File: src/ppf_pkg.sv
// ============================================================================
// ppf_pkg
// Shared types, constants and helper functions for the packed parameter
// file parser.
// ============================================================================
package ppf_pkg;

    // Name store sizing.
    localparam int NAME_MAX_DEF = 16;
    localparam int NAME_IDX_W   = 4;

    // Header layout: six bytes, the last one at this position.
    localparam logic [4:0] HDR_LAST_POS = 5'd5;

    // Accepted header magic values.
    localparam logic [15:0] MAGIC_A = 16'h671B;
    localparam logic [15:0] MAGIC_B = 16'h671C;

    // Parser phases.
    typedef enum logic [2:0] {
        PH_HEADER   = 3'd0,
        PH_PAD      = 3'd1,
        PH_NAMEBYTE = 3'd2,
        PH_NAME     = 3'd3,
        PH_VALUE    = 3'd4,
        PH_DEFAULT  = 3'd5,
        PH_IGNORE   = 3'd6
    } phase_t;

    // Result status codes.
    typedef enum logic [3:0] {
        ST_OK          = 4'd0,
        ST_TOO_SMALL   = 4'd1,
        ST_BAD_MAGIC   = 4'd2,
        ST_PARTIAL     = 4'd3,
        ST_END_EARLY   = 4'd4,
        ST_BAD_PREFIX  = 4'd5,
        ST_TRUNC_NAME  = 4'd6,
        ST_BAD_VALUE   = 4'd7,
        ST_TRUNC_DFLT  = 4'd8
    } status_t;

    // Parameter type codes.
    localparam logic [3:0] TYPE_INT8  = 4'd1;
    localparam logic [3:0] TYPE_INT16 = 4'd2;
    localparam logic [3:0] TYPE_INT32 = 4'd3;
    localparam logic [3:0] TYPE_FLOAT = 4'd4;

    // One result of the parser.
    typedef struct packed {
        logic        valid;
        logic [63:0] name_low;
        logic [63:0] name_high;
        logic [4:0]  name_length;
        logic [3:0]  param_type;
        logic [31:0] value_bits;
        logic        has_default;
        logic [31:0] default_bits;
        logic [15:0] record_index;
        status_t     status;
        logic        is_record;
        logic        final_res;
    } result_t;

    // Write request into the name store.
    typedef struct packed {
        logic                  en;
        logic [NAME_IDX_W-1:0] idx;
        logic [7:0]            data;
    } name_wr_t;

    // Number of value bytes for a type, zero for an unknown type.
    function automatic logic [2:0] value_size(input logic [3:0] t);
        logic [2:0] sz;
        case (t)
            TYPE_INT8:  sz = 3'd1;
            TYPE_INT16: sz = 3'd2;
            TYPE_INT32: sz = 3'd4;
            TYPE_FLOAT: sz = 3'd4;
            default:    sz = 3'd0;
        endcase
        return sz;
    endfunction

    // Sign-extends the narrow integer types to 32 bits.
    function automatic logic [31:0] widen(input logic [31:0] v, input logic [3:0] t);
        logic [31:0] r;
        case (t)
            TYPE_INT8:  r = {{24{v[7]}}, v[7:0]};
            TYPE_INT16: r = {{16{v[15]}}, v[15:0]};
            default:    r = v;
        endcase
        return r;
    endfunction

endpackage

File: src/ppf_name_store.sv
// ============================================================================
// ppf_name_store
// Holds the current front-coded name and presents it as two 64-bit words,
// zero beyond the stored length.
// ============================================================================
module ppf_name_store #(
    parameter int NAME_MAX = ppf_pkg::NAME_MAX_DEF
) (
    input  logic              clk,
    input  ppf_pkg::name_wr_t wr,
    input  logic [4:0]        name_length,
    output logic [63:0]       name_low,
    output logic [63:0]       name_high
);

    localparam int IDX_W = (NAME_MAX > 1) ? $clog2(NAME_MAX) : 1;

    logic [7:0]   store_reg [NAME_MAX];
    logic [127:0] name_bits;

    always_ff @(posedge clk)
    begin
        if (wr.en)
        begin
            store_reg[wr.idx[IDX_W-1:0]] <= wr.data;
        end
    end

    // Each byte lane reads its own fixed entry.
    for (genvar gi = 0; gi < 16; gi++)
    begin : g_lane
        if (gi < NAME_MAX)
        begin : g_used
            assign name_bits[gi*8 +: 8] = (5'(gi) < name_length) ? store_reg[gi] : 8'h00;
        end
        else
        begin : g_unused
            assign name_bits[gi*8 +: 8] = 8'h00;
        end
    end

    assign name_low  = name_bits[63:0];
    assign name_high = name_bits[127:64];

endmodule

File: src/ppf_parser.sv
// ============================================================================
// ppf_parser
// Parser state and the per-byte decode: header check, padding skip, record
// fields, value assembly and result formation.
// ============================================================================
module ppf_parser #(
    parameter int NAME_MAX = ppf_pkg::NAME_MAX_DEF
) (
    input  logic              clk,
    input  logic              rst_n,
    input  logic              step,
    input  logic [7:0]        data_byte,
    input  logic              last_byte,
    input  logic [63:0]       name_low,
    input  logic [63:0]       name_high,
    output logic [4:0]        stored_len,
    output ppf_pkg::name_wr_t name_wr,
    output ppf_pkg::result_t  result
);

    ppf_pkg::phase_t phase_reg, phase_next;
    logic [4:0]  pos_reg, pos_next;
    logic [15:0] magic_reg, magic_next;
    logic [15:0] count_reg, count_next;
    logic [15:0] total_reg, total_next;
    logic [15:0] done_reg, done_next;
    logic [4:0]  stored_reg, stored_next;
    logic [4:0]  pending_reg, pending_next;
    logic [7:0]  flags_reg, flags_next;
    logic [31:0] value_reg, value_next;
    logic [31:0] default_reg, default_next;

    logic             rep;
    ppf_pkg::status_t rep_status;
    logic [3:0]       ptype;
    logic [2:0]       sz;
    logic [4:0]       pos_inc;
    logic [4:0]       new_len;
    logic [4:0]       pfx_sum;
    logic [31:0]      byte_shifted;

    assign stored_len = stored_reg;

    always_ff @(posedge clk or negedge rst_n)
    begin
        if (!rst_n)
        begin
            phase_reg   <= ppf_pkg::PH_HEADER;
            pos_reg     <= '0;
            magic_reg   <= '0;
            count_reg   <= '0;
            total_reg   <= '0;
            done_reg    <= '0;
            stored_reg  <= '0;
            pending_reg <= '0;
            flags_reg   <= '0;
            value_reg   <= '0;
            default_reg <= '0;
        end
        else if (step)
        begin
            phase_reg   <= phase_next;
            pos_reg     <= pos_next;
            magic_reg   <= magic_next;
            count_reg   <= count_next;
            total_reg   <= total_next;
            done_reg    <= done_next;
            stored_reg  <= stored_next;
            pending_reg <= pending_next;
            flags_reg   <= flags_next;
            value_reg   <= value_next;
            default_reg <= default_next;
        end
    end

    always_comb
    begin
        phase_next   = phase_reg;
        pos_next     = pos_reg;
        magic_next   = magic_reg;
        count_next   = count_reg;
        total_next   = total_reg;
        done_next    = done_reg;
        stored_next  = stored_reg;
        pending_next = pending_reg;
        flags_next   = flags_reg;
        value_next   = value_reg;
        default_next = default_reg;
        result       = '0;
        name_wr      = '0;
        rep          = 1'b0;
        rep_status   = ppf_pkg::ST_OK;
        ptype        = flags_reg[3:0];
        sz           = ppf_pkg::value_size(flags_reg[3:0]);
        pos_inc      = pos_reg + 5'd1;
        new_len      = {1'b0, data_byte[7:4]} + 5'd1;
        pfx_sum      = {1'b0, data_byte[3:0]} + new_len;
        byte_shifted = 32'(data_byte) << {pos_reg[1:0], 3'b000};

        case (phase_reg)
            ppf_pkg::PH_HEADER:
            begin
                case (pos_reg)
                    5'd0:    magic_next = {8'h00, data_byte};
                    5'd1:    magic_next = {data_byte, magic_reg[7:0]};
                    5'd2:    count_next = {8'h00, data_byte};
                    5'd3:    count_next = {data_byte, count_reg[7:0]};
                    5'd4:    total_next = {8'h00, data_byte};
                    default: total_next = {data_byte, total_reg[7:0]};
                endcase
                done_next   = '0;
                stored_next = '0;
                if (pos_reg < ppf_pkg::HDR_LAST_POS)
                begin
                    pos_next = pos_inc;
                    if (last_byte)
                    begin
                        rep        = 1'b1;
                        rep_status = ppf_pkg::ST_TOO_SMALL;
                    end
                end
                else
                begin
                    pos_next = '0;
                    if (magic_next != ppf_pkg::MAGIC_A && magic_next != ppf_pkg::MAGIC_B)
                    begin
                        rep        = 1'b1;
                        rep_status = ppf_pkg::ST_BAD_MAGIC;
                    end
                    else if (count_next != total_next)
                    begin
                        rep        = 1'b1;
                        rep_status = ppf_pkg::ST_PARTIAL;
                    end
                    else if (count_next == 16'd0)
                    begin
                        rep        = 1'b1;
                        rep_status = ppf_pkg::ST_OK;
                    end
                    else
                    begin
                        phase_next = ppf_pkg::PH_PAD;
                        if (last_byte)
                        begin
                            rep        = 1'b1;
                            rep_status = ppf_pkg::ST_END_EARLY;
                        end
                    end
                end
            end

            ppf_pkg::PH_PAD:
            begin
                if (data_byte != 8'h00)
                begin
                    flags_next = data_byte;
                    phase_next = ppf_pkg::PH_NAMEBYTE;
                end
                if (last_byte)
                begin
                    rep        = 1'b1;
                    rep_status = ppf_pkg::ST_END_EARLY;
                end
            end

            ppf_pkg::PH_NAMEBYTE:
            begin
                if ({1'b0, data_byte[3:0]} > stored_reg || pfx_sum > 5'(NAME_MAX))
                begin
                    rep        = 1'b1;
                    rep_status = ppf_pkg::ST_BAD_PREFIX;
                end
                else
                begin
                    pending_next = pfx_sum;
                    pos_next     = {1'b0, data_byte[3:0]};
                    phase_next   = ppf_pkg::PH_NAME;
                    if (last_byte)
                    begin
                        rep        = 1'b1;
                        rep_status = ppf_pkg::ST_TRUNC_NAME;
                    end
                end
            end

            ppf_pkg::PH_NAME:
            begin
                if (pos_reg < 5'(NAME_MAX))
                begin
                    name_wr.en   = 1'b1;
                    name_wr.idx  = pos_reg[ppf_pkg::NAME_IDX_W-1:0];
                    name_wr.data = data_byte;
                end
                if (pos_inc >= pending_reg)
                begin
                    stored_next  = pending_reg;
                    pos_next     = '0;
                    value_next   = '0;
                    default_next = '0;
                    if (sz == 3'd0)
                    begin
                        rep        = 1'b1;
                        rep_status = ppf_pkg::ST_BAD_VALUE;
                    end
                    else
                    begin
                        phase_next = ppf_pkg::PH_VALUE;
                        if (last_byte)
                        begin
                            rep        = 1'b1;
                            rep_status = ppf_pkg::ST_BAD_VALUE;
                        end
                    end
                end
                else
                begin
                    pos_next = pos_inc;
                    if (last_byte)
                    begin
                        rep        = 1'b1;
                        rep_status = ppf_pkg::ST_TRUNC_NAME;
                    end
                end
            end

            ppf_pkg::PH_VALUE,
            ppf_pkg::PH_DEFAULT:
            begin
                if (pos_reg < 5'd4)
                begin
                    if (phase_reg == ppf_pkg::PH_VALUE)
                    begin
                        value_next = value_reg | byte_shifted;
                    end
                    else
                    begin
                        default_next = default_reg | byte_shifted;
                    end
                end
                if (pos_inc >= {2'b00, sz})
                begin
                    pos_next = '0;
                    if (phase_reg == ppf_pkg::PH_VALUE && flags_reg[4])
                    begin
                        phase_next = ppf_pkg::PH_DEFAULT;
                        if (last_byte)
                        begin
                            rep        = 1'b1;
                            rep_status = ppf_pkg::ST_TRUNC_DFLT;
                        end
                    end
                    else
                    begin
                        // Record complete.
                        result.valid        = 1'b1;
                        result.name_low     = name_low;
                        result.name_high    = name_high;
                        result.name_length  = stored_reg;
                        result.param_type   = ptype;
                        result.value_bits   = ppf_pkg::widen(value_next, ptype);
                        result.has_default  = flags_reg[4];
                        result.default_bits = flags_reg[4] ?
                                              ppf_pkg::widen(default_next, ptype) : 32'd0;
                        result.record_index = done_reg;
                        result.status       = ppf_pkg::ST_OK;
                        result.is_record    = 1'b1;
                        done_next           = done_reg + 16'd1;
                        if (done_next == count_reg)
                        begin
                            result.final_res = 1'b1;
                            phase_next = last_byte ? ppf_pkg::PH_HEADER : ppf_pkg::PH_IGNORE;
                        end
                        else if (last_byte)
                        begin
                            result.status    = ppf_pkg::ST_END_EARLY;
                            result.final_res = 1'b1;
                            phase_next       = ppf_pkg::PH_HEADER;
                        end
                        else
                        begin
                            phase_next = ppf_pkg::PH_PAD;
                        end
                    end
                end
                else
                begin
                    pos_next = pos_inc;
                    if (last_byte)
                    begin
                        rep        = 1'b1;
                        rep_status = (phase_reg == ppf_pkg::PH_VALUE) ?
                                     ppf_pkg::ST_BAD_VALUE : ppf_pkg::ST_TRUNC_DFLT;
                    end
                end
            end

            default:
            begin
                // Skipping the rest of a finished file.
                if (last_byte)
                begin
                    phase_next = ppf_pkg::PH_HEADER;
                    pos_next   = '0;
                end
            end
        endcase

        // A report ends the file: wait for its final byte unless this is it.
        if (rep)
        begin
            result              = '0;
            result.valid        = 1'b1;
            result.record_index = done_next;
            result.status       = rep_status;
            result.final_res    = 1'b1;
            phase_next          = last_byte ? ppf_pkg::PH_HEADER : ppf_pkg::PH_IGNORE;
            pos_next            = '0;
        end
    end

endmodule

File: src/packed_param_file_parser_top.sv
// ============================================================================
// packed_param_file_parser_top
// Byte-stream parser for packed parameter files: header check, record decode
// with front-coded names, one result per record or one done/error report.
// ============================================================================
// Flow: a request is latched into the input register and decoded into the
// result register once that register is free to take the result.
// Throughput: one byte per cycle; each byte is one pass of short logic on the
// registered parser state. A stalled result holds the byte behind it.
// Reset: rst_n returns the parser to the header phase and empties both
// registers; the name store is not cleared, as each file starts with no name.
// ============================================================================
module packed_param_file_parser_top #(
    parameter int NAME_MAX = ppf_pkg::NAME_MAX_DEF
) (
    input  logic        clk,
    input  logic        rst_n,

    // Input channel: one file byte per request.
    input  logic        in_valid,
    output logic        in_ready,
    input  logic [7:0]  data_byte,
    input  logic        last_byte,

    // Output channel: one record or report per request.
    output logic        out_valid,
    input  logic        out_ready,
    output logic [63:0] name_low,
    output logic [63:0] name_high,
    output logic [4:0]  name_length,
    output logic [3:0]  param_type,
    output logic [31:0] value_bits,
    output logic        has_default,
    output logic [31:0] default_bits,
    output logic [15:0] record_index,
    output logic [3:0]  status,
    output logic        is_record,
    output logic        final_res
);

    // Input register stage.
    logic       s1_valid_reg;
    logic [7:0] s1_data_reg;
    logic       s1_last_reg;

    // Result register stage.
    logic              out_valid_reg;
    ppf_pkg::result_t  res_reg;

    // Internal wiring.
    logic              out_free;
    logic              s1_step;
    logic              in_fire;
    logic [4:0]        stored_len;
    logic [63:0]       store_low;
    logic [63:0]       store_high;
    ppf_pkg::name_wr_t name_wr;
    ppf_pkg::result_t  res_comb;

    // The byte in the input register is decoded once the result register can
    // take whatever it produces: either the register is empty or its request
    // is being taken in this cycle. A new byte may enter the input register
    // whenever the current one moves on, so a stalled result also stops the
    // next byte from being latched.
    assign out_free = !out_valid_reg || out_ready;
    assign s1_step  = s1_valid_reg && out_free;
    assign in_ready = !s1_valid_reg || out_free;
    assign in_fire  = in_valid && in_ready;

    always_ff @(posedge clk or negedge rst_n)
    begin
        if (!rst_n)
        begin
            s1_valid_reg <= 1'b0;
        end
        else if (in_ready)
        begin
            s1_valid_reg <= in_valid;
        end
    end

    always_ff @(posedge clk)
    begin
        if (in_fire)
        begin
            s1_data_reg <= data_byte;
            s1_last_reg <= last_byte;
        end
    end

    ppf_parser #(
        .NAME_MAX (NAME_MAX)
    ) u_parser (
        .clk        (clk),
        .rst_n      (rst_n),
        .step       (s1_step),
        .data_byte  (s1_data_reg),
        .last_byte  (s1_last_reg),
        .name_low   (store_low),
        .name_high  (store_high),
        .stored_len (stored_len),
        .name_wr    (name_wr),
        .result     (res_comb)
    );

    // The write strobe only takes effect when the parser actually steps.
    ppf_pkg::name_wr_t name_wr_gated;
    always_comb
    begin
        name_wr_gated    = name_wr;
        name_wr_gated.en = name_wr.en && s1_step;
    end

    ppf_name_store #(
        .NAME_MAX (NAME_MAX)
    ) u_name_store (
        .clk         (clk),
        .wr          (name_wr_gated),
        .name_length (stored_len),
        .name_low    (store_low),
        .name_high   (store_high)
    );

    // Result register: loads when a decoded byte yields a result, drains when
    // the downstream side takes it.
    always_ff @(posedge clk or negedge rst_n)
    begin
        if (!rst_n)
        begin
            out_valid_reg <= 1'b0;
        end
        else if (out_free)
        begin
            out_valid_reg <= s1_step && res_comb.valid;
        end
    end

    always_ff @(posedge clk)
    begin
        if (s1_step && res_comb.valid)
        begin
            res_reg <= res_comb;
        end
    end

    assign out_valid    = out_valid_reg;
    assign name_low     = res_reg.name_low;
    assign name_high    = res_reg.name_high;
    assign name_length  = res_reg.name_length;
    assign param_type   = res_reg.param_type;
    assign value_bits   = res_reg.value_bits;
    assign has_default  = res_reg.has_default;
    assign default_bits = res_reg.default_bits;
    assign record_index = res_reg.record_index;
    assign status       = res_reg.status;
    assign is_record    = res_reg.is_record;
    assign final_res    = res_reg.final_res;

endmodule
File: config.mk
export PLATFORM = sky130hd
export DESIGN_NAME = packed_param_file_parser_top
export DESIGN_NICKNAME = d
export VERILOG_FILES = /design/src/ppf_pkg.sv /design/src/ppf_name_store.sv /design/src/ppf_parser.sv /design/src/packed_param_file_parser_top.sv
export SDC_FILE = /design/constraint.sdc
export NUM_CORES = 1
export LEC_CHECK = 0
export BUFFER_PORTS_ARGS = -buffer_cell sky130_fd_sc_hd__buf_2
export CORE_MARGIN = 5
export CORE_UTILIZATION = 40
export CTS_BUF_LIST = sky130_fd_sc_hd__clkbuf_16
export DETAILED_ROUTE_END_ITERATION = 6
export GPL_TIMING_DRIVEN = 0
export PLACE_DENSITY_LB_ADDON = 0.25
export SLEW_MARGIN = 20
export SYNTH_ARGS = -nofsm -noshare
export SYNTH_HDL_FRONTEND = slang
export SYNTH_HIERARCHICAL = 1
export SYNTH_SLANG_ARGS = --single-unit
export TNS_END_PERCENT = 10
File: constraint.sdc
create_clock -name clk -period 36.3 [get_ports clk]
set_input_delay 1.815 -clock clk [delete_from_list [all_inputs] [get_ports clk]]
set_output_delay 1.815 -clock clk [all_outputs]
set_load 0.005 [all_outputs]
==> impl_metrics.ini <==
[grt]
grt_pass1_wl_mm = 106.4
grt_use_total_pct = 21.64
grt_pass1_vias = 17140
antenna_found_initial = 0
grt_max_degree = 81
grt-ovfl-total = 0

[yosys]
avgSynthCellArea_um2 = 11.76
syn-instance-count = 1983
ys_warn_count = 6
synth_top_family_by_area = simple AND/OR/NAND/NOR gates
yosysSeqAreaShare_pct = 62.93
yosys.area.top_type_share_pct = 46.50
synth_fa_ha_area_share_pct = 1.267
synth_cell_type_count = 90
synthMuxAreaShare_pct = 0.4562
synthSimpleGateAreaFrac_pct = 17.50
synth_xor_xnor_area_share_pct = 1.127
syn_nets = 2019
synthArstFlopShare_pct = 29.77
synth_seq_cells = 514
synth-edff-count = 361
ys.flop_type = edfxtp_1
syn_area_um2 = 23310
synth_area_leader_cell = edfxtp_1
synthTopCellsByArea = edfxtp_1 47%, dfrtp_1 16%, and3_1 4.4%
synth_compound_area_share_pct = 13.69

[die]
start_util_pct = 40.40
coreArea_um2 = 57700
fp.dieW_um = 251.4
die-area_um2 = 63200
die_h_um = 251.4
num_rows = 88
io-pin-count = 239

[setup_path]
path_cells = ha_1 -> clkbuf_1 -> buf_1 -> xor2_1 -> ha_1 -> a2111o_1 -> clkbuf_1 -> and2_1 -> clkbuf_1 -> nand2_1 -> clkbuf_1 -> nand3_1 -> nand2_1 -> nor2b_4 -> buf_12 -> buf_12 -> buf_12
worst_ep_required_time_ns = 36.61
cp.depth = 17
crit_path_end = name_high[42]
worstPathMaxFanout = 29
slowest_delay_ns = 0.67
reg2reg_to = name_high[42]
critPathKind = flop to flop
startpoint_type = flop
slowest_stage = dfrtp_1
worstReg2RegStart = u_parser/pos_reg[0]
path_common_cell = clkbuf_1
r2r_cells = 17
crit_buf_inv = 8
reg2reg_slack_ns = 30.13
cp.arrival_ns = 6.49
cpLargestDelayFamily = buffers and inverters
crit_start = u_parser/pos_reg[0]
endpoint_kind = flop

[sta]
layout_min_cycle_time_ns = 6.174
timing.final.crit_share_pct = 17.01
clock_skew_ns = 0.04349
report.final.slew_viol_count = 0
tightest_slew_ns = 1.196
setup_viol = 0
hold_viol = 0
holdWs_ns = 0.4756
timing.fmax_ghz = 0.1620
maxSlewHeadroom_pct = 19.65
rsz0062_at_grt = no
finalSetupTns_ns = 0

[clock_tree]
postCtsSetupRepairBufs = 0
htree_levels = 2
numCtsBuffers = 53
cts_root_buffer = clkbuf_16
hold_buffers = 0
clk_latency_ns = 0.62
cts_resized = 0
cts_tree = done
clkSinkCount = 514
clockBufferDepth = 3
clk_pin_slew_ns = 0.06

[routing]
highest_layer = met4
ant_nets = 0
wl_met2_mm = 34.01
routed_wl_mm = 70.95
first_pass_iters = 6
wl_per_cell_um = 22.78
drt_iter0_markers = 1825
via_count = 17890
wl_met3_mm = 5.336
met1_length_mm = 29.71
remaining_drc_errors = 0
vias_per_cell = 5.744

[final_layout]
fillers = 5229
diodes = 0
largest_reg_flops = 128
finalNetCount = 2340
stdcell_count = 3114
fin_util_pct = 48.10
fin_area_um2 = 27750
syn_to_final_growth_pct = 19.06
final_common_cell = edfxtp_1
final_cell_mix = 361 x edfxtp_1, 251 x buf_2, 177 x nor2_1
drive_gt1_share_pct = 17.92

[placed_design]
hpwl_mm = 51.91
io_buffer_count = 238
place_inst = 3014
placed_cell_area_um2 = 25950
gp_congestion = 0.9002

[worst_hold_path]
worst_hold_path_type = flop to flop
hold_depth = 2

[flow_run]
drv_cap = 0

[outcome]
outcome = completed

[power_and_ir_drop]
p_leak_nw = 11.37
power.density_nw_per_um2 = 89.01
vdd_drop_max_v = 0.00004107
[worst register-to-register path, stage by stage, from the launching register on]
cell and delay (ns):
dfrtp_1 0.67, ha_1 0.36, clkbuf_1 0.39, buf_1 0.49, xor2_1 0.25, ha_1 0.35
a2111o_1 0.12, clkbuf_1 0.37, and2_1 0.20, clkbuf_1 0.50, nand2_1 0.36, clkbuf_1 0.43
nand3_1 0.21, nand2_1 0.12, nor2b_4 0.37, buf_12 0.26, buf_12 0.22, buf_12 0.22
[cells by family (layout without fill, tap and decap cells)]
kind of cell               count (synthesis)  in the layout
and+or+nand+nor                          762            762
AOI/OAI and AO/OA                        464            464
adders and majority gates                 23             23
buffers and inverters                    180            546
DFF                                      514            514
xor gates and xnor gates                  30             30
muxes                                     10             10
[worst min-delay path by stage]
stage,from,end,slack [ns]
after floorplan,u_parser/total_reg[10],u_parser/total_reg[10],0.44
after global placement,u_parser/magic_reg[9],u_parser/magic_reg[9],0.46
after detailed placement,u_parser/total_reg[10],u_parser/total_reg[10],0.47
after CTS,u_parser/total_reg[10],u_parser/total_reg[10],0.48
after global routing,u_parser/total_reg[12],u_parser/total_reg[12],0.50
final,u_parser/total_reg[10],u_parser/total_reg[10],0.48
[metrics by stage]
| stage | power, mW | setup WS [ns] |
|---|---|---|
| 2_1_floorplan | 1.526 | 22.11 |
| 3_3_place_gp | 1.924 | 17.25 |
| 3_5_place_dp | 1.914 | 30.33 |
| 4_1_cts | 2.468 | 30.29 |
| 5_1_grt | 2.603 | 29.97 |
| 6_report | 2.470 | 30.13 |
[cell usage after synthesis, drive strengths merged, types with 13 or more instances]
cell type    n
a211oi      40
a21boi      33
a21oi       98
a22o        31
a31oi       24
and2        23
and3       163
buf         21
clkbuf     113
dfrtp      153
edfxtp     361
ha          22
inv         41
nand2      140
nand2b      13
nand3       25
nor2       179
nor2b       76
nor3        63
o21ai       93
o31a        13
o31ai       24
xnor2       16
xor2        14
[layout make-up]
class | instances | area [µm²] | share of cell area (%)
multi-input cells | 1289 | 8038 | 28.96
plain buffers | 134 | 535.5 | 1.929
inverters | 46 | 172.7 | 0.6221
well taps | 765 | 957.2 | 3.449
flip-flops and latches | 514 | 14670 | 52.85
clock buffers | 53 | 1326 | 4.779
repair buffers | 266 | 1589 | 5.725
clock inverters | 47 | 466.7 | 1.682
[where the power goes]
group          total (mW)  switching, mW  internal (mW)
logic                1.01          0.685          0.322
clock network       0.550          0.231          0.319
registers           0.913         0.0889          0.824
total                2.47           1.01           1.46
[metal layers]
| layer | vias up | GRT usage [%] |
|---|---|---|
| met4 | 0 | 6.113 |
| met1 | 8927 | 30.34 |
| met5 | - | 0 |
| li1 | 8060 | - |
| met2 | 776 | 35.33 |
| met3 | 125 | 3.373 |
Power figures use the tool's default switching activity.
